--- src/design/lcdns_pkg.sv ---
// lcdns_pkg: shared types, codes and constants for the character lcd nibble sequencer
// no dependencies; imported by every module of the block

package lcdns_pkg;

    // opcodes of a request
    localparam logic [2:0] OP_INIT       = 3'd0;
    localparam logic [2:0] OP_COMMAND    = 3'd1;
    localparam logic [2:0] OP_CHAR       = 3'd2;
    localparam logic [2:0] OP_SET_POS    = 3'd3;
    localparam logic [2:0] OP_CHAR_AT    = 3'd4;
    localparam logic [2:0] OP_GLYPH      = 3'd5;

    // configuration register indexes
    localparam logic [1:0] CFG_POWER_UP_WAIT = 2'd0;
    localparam logic [1:0] CFG_CLEAR_WAIT    = 2'd1;
    localparam logic [1:0] CFG_COMMAND_WAIT  = 2'd2;
    localparam logic [1:0] CFG_DATA_WAIT     = 2'd3;

    // reset values of the configuration registers
    localparam logic [15:0] POWER_UP_WAIT_RST = 16'd20000;
    localparam logic [15:0] CLEAR_WAIT_RST    = 16'd2000;
    localparam logic [9:0]  COMMAND_WAIT_RST  = 10'd37;
    localparam logic [9:0]  DATA_WAIT_RST     = 10'd41;

    // display commands and addresses
    localparam logic [7:0] CMD_FUNCTION_SET = 8'h28;
    localparam logic [7:0] CMD_DISPLAY_ON   = 8'h0C;
    localparam logic [7:0] CMD_CLEAR        = 8'h01;
    localparam logic [7:0] CMD_HOME         = 8'h02;
    localparam logic [7:0] CMD_ENTRY_MODE   = 8'h06;
    localparam logic [7:0] ADDR_ROW1        = 8'h80;
    localparam logic [7:0] ADDR_ROW2        = 8'hC0;
    localparam logic [7:0] ADDR_CGRAM       = 8'h40;

    // init wake-up nibbles and their fixed waits
    localparam logic [3:0]  INIT_NIB_WAKE = 4'h3;
    localparam logic [3:0]  INIT_NIB_4BIT = 4'h2;
    localparam logic [15:0] WAIT_NIB1     = 16'd5000;
    localparam logic [15:0] WAIT_NIB2     = 16'd100;
    localparam logic [15:0] WAIT_NIB3     = 16'd1000;
    localparam logic [15:0] WAIT_NIB4     = 16'd1000;

    // step numbers inside the init sequence
    localparam logic [4:0] INIT_STEP_POWER = 5'd0;
    localparam logic [4:0] INIT_STEP_NIB1  = 5'd1;
    localparam logic [4:0] INIT_STEP_NIB2  = 5'd2;
    localparam logic [4:0] INIT_STEP_NIB3  = 5'd3;
    localparam logic [4:0] INIT_STEP_NIB4  = 5'd4;
    localparam logic [4:0] INIT_STEP_CMD   = 5'd5;

    // index of the final strobe for each kind of request
    localparam logic [4:0] LAST_INIT     = 5'd12;
    localparam logic [4:0] LAST_ONE_BYTE = 5'd1;
    localparam logic [4:0] LAST_TWO_BYTE = 5'd3;
    localparam logic [4:0] LAST_GLYPH    = 5'd17;

    // classified request handed from front to back
    typedef struct packed {
        logic        is_init;
        logic        has_cmd;
        logic [4:0]  last_step;
        logic [7:0]  cmd;
        logic [63:0] data;
    } req_t;

    // configured waits
    typedef struct packed {
        logic [15:0] power_up_wait;
        logic [15:0] clear_wait;
        logic [9:0]  command_wait;
        logic [9:0]  data_wait;
    } cfg_t;

    // one bus step
    typedef struct packed {
        logic        reg_select;
        logic [3:0]  nibble;
        logic        strobe_res;
        logic [15:0] wait_us;
        logic        last;
    } step_t;

    // command bytes sent after the wake-up nibbles
    function automatic logic [7:0] init_cmd(input logic [1:0] idx);
        logic [7:0] c;
        unique case (idx)
            2'd0: c = CMD_FUNCTION_SET;
            2'd1: c = CMD_DISPLAY_ON;
            2'd2: c = CMD_CLEAR;
            2'd3: c = CMD_ENTRY_MODE;
            default: c = CMD_FUNCTION_SET;
        endcase
        return c;
    endfunction

    // wait after a command byte: clear and home are slow
    function automatic logic [15:0] cmd_wait(input logic [7:0] c, input cfg_t cfg);
        logic [15:0] w;
        if (c == CMD_CLEAR || c == CMD_HOME)
            w = cfg.clear_wait;
        else
            w = {6'd0, cfg.command_wait};
        return w;
    endfunction

endpackage

--- src/design/lcdns_front.sv ---
// lcdns_front: decodes a request into a compact descriptor for the back end
// depends on lcdns_pkg

module lcdns_front
    import lcdns_pkg::*;
(
    input  logic [2:0]  opcode,
    input  logic [7:0]  value,
    input  logic [1:0]  row,
    input  logic [5:0]  column,
    input  logic [2:0]  glyph_slot,
    input  logic [63:0] glyph_rows,
    output logic        req_valid,
    output req_t        req
);

    logic [7:0] pos_base;
    logic [7:0] pos_addr;
    logic [7:0] cgram_addr;

    assign pos_base   = (row == 2'd1) ? ADDR_ROW1 : ADDR_ROW2;
    assign pos_addr   = pos_base + {2'd0, column} - 8'd1;
    assign cgram_addr = ADDR_CGRAM + {2'd0, glyph_slot, 3'd0};

    always_comb
    begin
        req_valid     = 1'b1;
        req.is_init   = 1'b0;
        req.has_cmd   = 1'b0;
        req.last_step = LAST_ONE_BYTE;
        req.cmd       = value;
        req.data      = {56'd0, value};
        unique case (opcode)
            OP_INIT:
            begin
                req.is_init   = 1'b1;
                req.last_step = LAST_INIT;
            end
            OP_COMMAND:
            begin
                req.has_cmd = 1'b1;
            end
            OP_CHAR:
            begin
                req.has_cmd = 1'b0;
            end
            OP_SET_POS:
            begin
                req.has_cmd = 1'b1;
                req.cmd     = pos_addr;
            end
            OP_CHAR_AT:
            begin
                req.has_cmd   = 1'b1;
                req.cmd       = pos_addr;
                req.last_step = LAST_TWO_BYTE;
            end
            OP_GLYPH:
            begin
                req.has_cmd   = 1'b1;
                req.cmd       = cgram_addr;
                req.data      = glyph_rows;
                req.last_step = LAST_GLYPH;
            end
            default:
            begin
                // unused opcodes make no strobes
                req_valid = 1'b0;
            end
        endcase
    end

endmodule

--- src/design/lcdns_queue.sv ---
// lcdns_queue: two-entry descriptor queue between front and back
// depends on lcdns_pkg

module lcdns_queue
    import lcdns_pkg::*;
(
    input  logic clk,
    input  logic rst_n,
    input  logic push,
    input  req_t push_req,
    input  logic pop,
    output req_t pop_req,
    output logic full,
    output logic empty
);

    req_t       mem [2];
    logic       wr_ptr_reg;
    logic       wr_ptr_next;
    logic       rd_ptr_reg;
    logic       rd_ptr_next;
    logic [1:0] count_reg;
    logic [1:0] count_next;

    assign full    = (count_reg == 2'd2);
    assign empty   = (count_reg == 2'd0);
    assign pop_req = mem[rd_ptr_reg];

    always_comb
    begin
        wr_ptr_next = push ? ~wr_ptr_reg : wr_ptr_reg;
        rd_ptr_next = pop ? ~rd_ptr_reg : rd_ptr_reg;
        count_next  = count_reg + {1'b0, push} - {1'b0, pop};
    end

    always_ff @(posedge clk)
    begin
        if (push)
        begin
            mem[wr_ptr_reg] <= push_req;
        end
    end

    always_ff @(posedge clk or negedge rst_n)
    begin
        if (!rst_n)
        begin
            wr_ptr_reg <= 1'b0;
            rd_ptr_reg <= 1'b0;
            count_reg  <= 2'd0;
        end
        else
        begin
            wr_ptr_reg <= wr_ptr_next;
            rd_ptr_reg <= rd_ptr_next;
            count_reg  <= count_next;
        end
    end

endmodule

--- src/design/lcdns_back.sv ---
// lcdns_back: steps through one descriptor, one bus strobe per cycle
// depends on lcdns_pkg

module lcdns_back
    import lcdns_pkg::*;
(
    input  logic  clk,
    input  logic  rst_n,
    input  cfg_t  cfg,
    input  logic  q_empty,
    input  req_t  q_req,
    output logic  q_pop,
    output logic  out_valid,
    output step_t out_step
);

    typedef enum logic [1:0] {
        ST_IDLE = 2'b01,
        ST_RUN  = 2'b10
    } state_t;

    state_t      state_reg;
    state_t      state_next;
    logic        is_init_reg;
    logic        cmd_pending_reg;
    logic        cmd_pending_next;
    logic [7:0]  cmd_reg;
    logic [63:0] data_reg;
    logic [63:0] data_next;
    logic [4:0]  step_reg;
    logic [4:0]  step_next;
    logic [4:0]  last_step_reg;
    logic        valid_reg;
    step_t       step_out_reg;

    step_t       cur;
    logic        at_last;
    logic        load;
    logic [4:0]  init_ofs;
    logic [7:0]  byte_cur;
    logic        phase;

    assign init_ofs = step_reg - INIT_STEP_CMD;
    assign at_last  = (step_reg == last_step_reg);

    // current strobe from the working state
    always_comb
    begin
        cur      = '0;
        byte_cur = 8'd0;
        phase    = 1'b0;
        cur.last = at_last;
        if (is_init_reg)
        begin
            unique case (step_reg)
                INIT_STEP_POWER:
                begin
                    cur.wait_us = cfg.power_up_wait;
                end
                INIT_STEP_NIB1:
                begin
                    cur.nibble     = INIT_NIB_WAKE;
                    cur.strobe_res = 1'b1;
                    cur.wait_us    = WAIT_NIB1;
                end
                INIT_STEP_NIB2:
                begin
                    cur.nibble     = INIT_NIB_WAKE;
                    cur.strobe_res = 1'b1;
                    cur.wait_us    = WAIT_NIB2;
                end
                INIT_STEP_NIB3:
                begin
                    cur.nibble     = INIT_NIB_WAKE;
                    cur.strobe_res = 1'b1;
                    cur.wait_us    = WAIT_NIB3;
                end
                INIT_STEP_NIB4:
                begin
                    cur.nibble     = INIT_NIB_4BIT;
                    cur.strobe_res = 1'b1;
                    cur.wait_us    = WAIT_NIB4;
                end
                default:
                begin
                    byte_cur       = init_cmd(init_ofs[2:1]);
                    phase          = init_ofs[0];
                    cur.strobe_res = 1'b1;
                    cur.nibble     = phase ? byte_cur[3:0] : byte_cur[7:4];
                    cur.wait_us    = phase ? cmd_wait(byte_cur, cfg) : 16'd0;
                end
            endcase
        end
        else
        begin
            byte_cur       = cmd_pending_reg ? cmd_reg : data_reg[7:0];
            phase          = step_reg[0];
            cur.reg_select = ~cmd_pending_reg;
            cur.strobe_res = 1'b1;
            cur.nibble     = phase ? byte_cur[3:0] : byte_cur[7:4];
            if (!phase)
                cur.wait_us = 16'd0;
            else if (cmd_pending_reg)
                cur.wait_us = cmd_wait(byte_cur, cfg);
            else
                cur.wait_us = {6'd0, cfg.data_wait};
        end
    end

    // take the next descriptor when idle or on the final strobe
    assign load  = !q_empty && ((state_reg == ST_IDLE) || at_last);
    assign q_pop = load;

    always_comb
    begin
        state_next       = state_reg;
        step_next        = step_reg;
        cmd_pending_next = cmd_pending_reg;
        data_next        = data_reg;
        if (state_reg == ST_RUN)
        begin
            step_next = step_reg + 5'd1;
            if (!is_init_reg && step_reg[0])
            begin
                if (cmd_pending_reg)
                    cmd_pending_next = 1'b0;
                else
                    data_next = {8'd0, data_reg[63:8]};
            end
            if (at_last)
                state_next = ST_IDLE;
        end
        if (load)
        begin
            state_next       = ST_RUN;
            step_next        = 5'd0;
            cmd_pending_next = q_req.has_cmd;
            data_next        = q_req.data;
        end
    end

    always_ff @(posedge clk or negedge rst_n)
    begin
        if (!rst_n)
        begin
            state_reg <= ST_IDLE;
            valid_reg <= 1'b0;
        end
        else
        begin
            state_reg <= state_next;
            valid_reg <= (state_reg == ST_RUN);
        end
    end

    always_ff @(posedge clk)
    begin
        step_reg        <= step_next;
        cmd_pending_reg <= cmd_pending_next;
        data_reg        <= data_next;
        step_out_reg    <= cur;
        if (load)
        begin
            is_init_reg   <= q_req.is_init;
            cmd_reg       <= q_req.cmd;
            last_step_reg <= q_req.last_step;
        end
    end

    assign out_valid = valid_reg;
    assign out_step  = step_out_reg;

endmodule

--- src/design/char_lcd_nibble_sequencer.sv ---
// char_lcd_nibble_sequencer: top level of the 4-bit character lcd strobe sequencer
// depends on lcdns_pkg, lcdns_front, lcdns_queue, lcdns_back

// Each request becomes a run of bus strobes, one strobe per clock cycle: a
// command, a set-position or a plain character makes 2 strobes, a character at
// a position 4, init 13 and define glyph 18; opcodes 6 and 7 are taken and
// make nothing. The back-end sequencer, which emits one strobe per cycle, sets
// that rate. Requests enter through a two-entry queue, so start is taken
// while an earlier request is still being sent out, and busy rises only when
// the queue is full. If the sequencer is free, a taken request passes the
// queue, the back end's working registers and its output register before its
// first strobe; queued requests follow with no gap. Each strobe is shown for
// exactly one cycle with strobe high; the receiver cannot stall it, so it must
// take every strobe as it comes. The waits in wait_us are for the receiver to
// carry out; this block does not count them. Configuration writes land at once
// and should only be made while nothing is queued or being sent.

module char_lcd_nibble_sequencer
    import lcdns_pkg::*;
(
    input  logic        clk,
    input  logic        rst_n,

    // request channel
    input  logic        start,
    output logic        busy,
    input  logic [2:0]  opcode,
    input  logic [7:0]  value,
    input  logic [1:0]  row,
    input  logic [5:0]  column,
    input  logic [2:0]  glyph_slot,
    input  logic [63:0] glyph_rows,

    // configuration write port
    input  logic        cfg_we,
    input  logic [1:0]  cfg_index,
    input  logic [15:0] cfg_data,

    // strobe channel
    output logic        strobe,
    output logic        reg_select,
    output logic [3:0]  nibble,
    output logic        strobe_res,
    output logic [15:0] wait_us,
    output logic        last
);

    cfg_t  cfg_reg;
    req_t  front_req;
    logic  front_valid;
    logic  q_push;
    logic  q_pop;
    logic  q_full;
    logic  q_empty;
    req_t  q_req;
    logic  out_valid;
    step_t out_step;

    // configuration registers, written straight from the port
    always_ff @(posedge clk or negedge rst_n)
    begin
        if (!rst_n)
        begin
            cfg_reg.power_up_wait <= POWER_UP_WAIT_RST;
            cfg_reg.clear_wait    <= CLEAR_WAIT_RST;
            cfg_reg.command_wait  <= COMMAND_WAIT_RST;
            cfg_reg.data_wait     <= DATA_WAIT_RST;
        end
        else if (cfg_we)
        begin
            unique case (cfg_index)
                CFG_POWER_UP_WAIT: cfg_reg.power_up_wait <= cfg_data;
                CFG_CLEAR_WAIT:    cfg_reg.clear_wait    <= cfg_data;
                CFG_COMMAND_WAIT:  cfg_reg.command_wait  <= cfg_data[9:0];
                CFG_DATA_WAIT:     cfg_reg.data_wait     <= cfg_data[9:0];
                default:           cfg_reg.data_wait     <= cfg_reg.data_wait;
            endcase
        end
    end

    // front: decode the request
    lcdns_front u_front (
        .opcode     (opcode),
        .value      (value),
        .row        (row),
        .column     (column),
        .glyph_slot (glyph_slot),
        .glyph_rows (glyph_rows),
        .req_valid  (front_valid),
        .req        (front_req)
    );

    // a word is taken when start is high and the queue has room
    assign busy   = q_full;
    assign q_push = start && !q_full && front_valid;

    lcdns_queue u_queue (
        .clk      (clk),
        .rst_n    (rst_n),
        .push     (q_push),
        .push_req (front_req),
        .pop      (q_pop),
        .pop_req  (q_req),
        .full     (q_full),
        .empty    (q_empty)
    );

    // back: one strobe per cycle
    lcdns_back u_back (
        .clk       (clk),
        .rst_n     (rst_n),
        .cfg       (cfg_reg),
        .q_empty   (q_empty),
        .q_req     (q_req),
        .q_pop     (q_pop),
        .out_valid (out_valid),
        .out_step  (out_step)
    );

    assign strobe     = out_valid;
    assign reg_select = out_step.reg_select;
    assign nibble     = out_step.nibble;
    assign strobe_res = out_step.strobe_res;
    assign wait_us    = out_step.wait_us;
    assign last       = out_step.last;

endmodule

--- config.mk ---
export PLATFORM = sky130hd
export DESIGN_NAME = char_lcd_nibble_sequencer
export DESIGN_NICKNAME = d
export VERILOG_FILES = /design/src/design/lcdns_pkg.sv /design/src/design/lcdns_front.sv /design/src/design/lcdns_queue.sv /design/src/design/lcdns_back.sv /design/src/design/char_lcd_nibble_sequencer.sv
export SDC_FILE = /design/constraint.sdc
export NUM_CORES = 1
export LEC_CHECK = 0
export BUFFER_PORTS_ARGS = -buffer_cell sky130_fd_sc_hd__buf_2
export CAP_MARGIN = 20
export CORE_ASPECT_RATIO = 0.8
export CORE_MARGIN = 2
export CORE_UTILIZATION = 53
export CTS_CLUSTER_SIZE = 8
export DETAILED_ROUTE_END_ITERATION = 10
export PLACE_DENSITY = 0.85
export REMOVE_ABC_BUFFERS = 1
export SETUP_SLACK_MARGIN = 0.4
export SKIP_CTS_REPAIR_TIMING = 1
export SLEW_MARGIN = 20
export SYNTH_ARGS = -nofsm -noshare
export SYNTH_HDL_FRONTEND = slang
export SYNTH_SLANG_ARGS = --single-unit
--- constraint.sdc ---
create_clock -name clk -period 4.2 [get_ports clk]
set_input_delay 0.21 -clock clk [delete_from_list [all_inputs] [get_ports clk]]
set_output_delay 0.21 -clock clk [all_outputs]
set_load 0.02 [all_outputs]
==> tab_implementation.tex <==
\begin{tabular}{lr}
\hline
Metric & Value \\
\hline
\multicolumn{2}{l}{\textbf{Setup path}} \\
Worst setup SP type & flop \\
Signal arrival time at the worst endpoint & 3570 ps \\
Crit path kind & reg -> reg \\
Maximum fanout along the worst path & 14 \\
Slowest cell on crit path & sky130\_fd\_sc\_hd\_\_dfxtp\_1 \\
Worst Setup End Kind & flop \\
Largest delay contributor family on the critical path & flip-flops \\
Worst path bufs/invs & 1 \\
Data required time of the critical path & 4600 ps \\
Max stage delay on crit path & 690 ps \\
Cells along the critical path & inv\_1 > ha\_1 > xor2\_1 > or2\_1 > mux2\_2 > a221oi\_1 > o32ai\_1 \\
\multicolumn{2}{l}{\textbf{Place}} \\
IO Port Bufs & 132 \\
RePlAce Congestion & 0.8342 \\
Placement-stage cell area & 14300 sq um \\
Dpl hpwl & 16.58 mm \\
\multicolumn{2}{l}{\textbf{Floorplan}} \\
I/O pin total & 133 \\
Number of core rows & 51 \\
Die boundary height & 146.0 um \\
Starting utilization of the core area & 54.35\% \\
Area of the die & 26490 sq um \\
Core region area & 24570 sq um \\
Floorplan die width & 181.5 um \\
\multicolumn{2}{l}{\textbf{CTS}} \\
Clock tree from TritonCTS & yes \\
Clock-pin slew on the worst setup and hold paths & 50 ps \\
Clock insertion delay at the later pin of the skew report & 550 ps \\
Number of H-tree levels & 2 \\
Sink count of the clock tree & 318 \\
Total CTS buffers & 45 \\
Clock Root Buffer & sky130\_fd\_sc\_hd\_\_clkbuf\_16 \\
Maximum number of buffers from clock root to sink & 3 \\
\multicolumn{2}{l}{\textbf{Yosys}} \\
Gate count of the mapped netlist & 931 \\
Most used flip-flop cell after synthesis & sky130\_fd\_sc\_hd\_\_edfxtp\_1 \\
Synth Warn \# & 0 \\
Sequential-to-total area share from yosys stat & 67.37\% \\
Netlist Area Pre-Place & 13350 sq um \\
Distinct cell type count after synthesis & 62 \\
FFs w/ async S/R, synth & 18.55\% \\
Syn Area/Cell & 14.34 sq um \\
Number of flops mapped to enable cells by yosys & 231 \\
Number of synthesized register bits & 318 \\
\multicolumn{2}{l}{\textbf{STA}} \\
Final count of hold timing violations & 10 \\
Clock Skew & 18.26 ps \\
Final slew viol count & 0 \\
Share of the clock period used by the worst path after layout & 75.38\% \\
Unrepaired setup endpoints after global routing & false \\
Hold Worst Slack & -23.25 ps \\
Worst-margin pin slew & 1106 ps \\
Max-slew headroom at the worst pin & 26.28\% \\
Maximum clock rate & 315.9 MHz \\
Setup-failing EPs final & 0 \\
Crit path time final & 3166 ps \\
\multicolumn{2}{l}{\textbf{Finish}} \\
Max FFs per register & 154 \\
Final \#Nets & 1235 \\
Post-route core utilization & 65.47\% \\
Area of all placed cells without fillers & 16090 sq um \\
Share of final-layout standard cells stronger than drive strength 1 & 26.91\% \\
Post-synthesis to final-layout area growth & 20.46\% \\
\multicolumn{2}{l}{\textbf{Hold path}} \\
Worst min-delay path category & in -> reg \\
\multicolumn{2}{l}{\textbf{Drt}} \\
Aggregate routed wire length & 28.06 mm \\
Via count & 8304 \\
Sum of routed wire segments on met1 & 11.88 mm \\
Detailed-routed wire length on met3 & 1.815 mm \\
Post-route antenna net violation count & 0 \\
Via/cell ratio & 5.688 \\
1st-pass router iterations & 6 \\
Drc violations & 0 \\
Detailed route wirelength on metal2 & 13.65 mm \\
Starting DRT DRC Count & 535 \\
Highest metal layer with signal wires & met5 \\
Drt wl/cell & 19.22 um \\
\multicolumn{2}{l}{\textbf{Global route}} \\
First-pass GRT wire length & 42.34 mm \\
Final global-route overflow total & 0 \\
Global-route usage over all layers & 20.34\% \\
Maximum number of pins on one net before global-route repair & 78 \\
Initial antenna violation count & 6 \\
Number of global-route vias before repair & 8186 \\
\multicolumn{2}{l}{\textbf{Power}} \\
Power per unit of standard cell area & 623.6 nW/um\^{}2 \\
Max rail drop VDD & 0.4231 mV \\
Reported leakage power & 6.216 nW \\
\multicolumn{2}{l}{\textbf{Run status}} \\
Violated checks & hold timing \\
Status & complete, but fails checks \\
\multicolumn{2}{l}{\textbf{Flow run}} \\
Max cap viols & 0 \\
\hline
\end{tabular}
==> layer usage <==
layer	track usage [%]	up-vias
met5	0	-
met4	7.439	4
met3	4.705	63
met2	33.22	289
met1	26.83	4096
li1	-	3852
==> synth_stat cells (all sizes together) (11+ instances only) <==
cell type | number | area [sq um]
and2 | 56 | 350.3
nand2 | 19 | 71.32
dfxtp | 28 | 560.5
mux2 | 78 | 878.3
buf | 21 | 126.4
dfstp | 18 | 473.0
mux2i | 76 | 760.7
inv | 14 | 52.55
nor2 | 90 | 337.8
xor2 | 11 | 96.34
edfxtp | 231 | 6937
dfrtp | 41 | 1026
a21oi | 72 | 360.4
o21ai | 17 | 85.08
clkbuf | 29 | 108.9
==> final cells by class <==
type	instances	area, sq um
Multi-Input combinational cell	549	4094
Sequential cell	318	9000
Antenna cell	5	12.51
Clock inverter	4	70.07
Clock buffer	60	1182
Fill cell	1630	8482
Timing Repair Buffer	192	1274
Tap cell	318	397.9
Inverter	14	55.05
==> stage by stage <==
step	setup TNS (ps)	setup WS [ps]	total power [mW]	hold slack, ps	instances
global placement	0	1316	6.684	410.2	1340
global route	0	817.5	10.46	-2.214	1457
floorplan	-31230	-405.6	6.144	-85.59	881
detailed placement	0	1154	6.787	418.1	1340
finish	0	1034	10.03	-23.25	1460
CTS	0	1114	10.01	-158.5	1404
==> layout by cell type, fill, tap and decap left out, drive strengths merged, types with 4 or more instances in the layout <==
| cell | Yosys | final |
|---|---|---|
| edfxtp | 231 | 231 |
| buf | 21 | 142 |
| nor2 | 90 | 90 |
| mux2 | 78 | 78 |
| mux2i | 76 | 76 |
| a21oi | 72 | 72 |
| clkbuf | 29 | 60 |
| and2 | 56 | 56 |
| dlygate4sd3 | 0 | 50 |
| dfrtp | 41 | 41 |
| dfxtp | 28 | 28 |
| nand2 | 19 | 19 |
| dfstp | 18 | 18 |
| o21ai | 17 | 17 |
| inv | 14 | 15 |
| xor2 | 11 | 11 |
| nor3 | 10 | 10 |
| nor3b | 9 | 9 |
| and3 | 9 | 9 |
| o32ai | 8 | 8 |
| a22o | 7 | 7 |
| and3b | 7 | 7 |
| ha | 7 | 7 |
| xnor2 | 6 | 6 |
| a221oi | 6 | 6 |
| a31oi | 6 | 6 |
| diode | 0 | 5 |
| nand2b | 4 | 4 |
| nand3 | 4 | 4 |
| mux4 | 4 | 4 |
| nand3b | 4 | 4 |
==> power breakdown <==
part	switching [mW]	internal, mW
Clock	1.26	1.95
Sequential	0.431	4.14
Combinational	1.27	0.988
==> cell families after synthesis <==
group,synth area share (%)
flops,67.37
fa+ha+maj,0.6559
xor+xnor,1.115
mux,12.95
buf+inv,2.155
simple gates,9.136
compound gates,6.616
==> worst paths after layout <==
path,startpoint,endpoint,slack [ps],cells after the start
min in group asynchronous,rst_n,cfg_reg[9]$_DFFE_PN0P_,350,3
max in group asynchronous,rst_n,u_queue.rd_ptr_reg$_DFFE_PN0P_,3240,3
hold reg to reg,cfg_reg[51]$_DFFE_PN0P_,u_back.out_step[16]$_DFF_P_,490,1
setup / recovery,u_back.step_reg[0]$_SDFFE_PP0P_,u_back.out_step[4]$_DFF_P_,1030,7
setup reg to reg,u_back.step_reg[0]$_SDFFE_PP0P_,u_back.out_step[4]$_DFF_P_,1030,7
hold / removal,glyph_rows[58],u_queue.mem[0][58]$_DFFE_PP_,-20,2
Power figures use the tool's default switching activity.
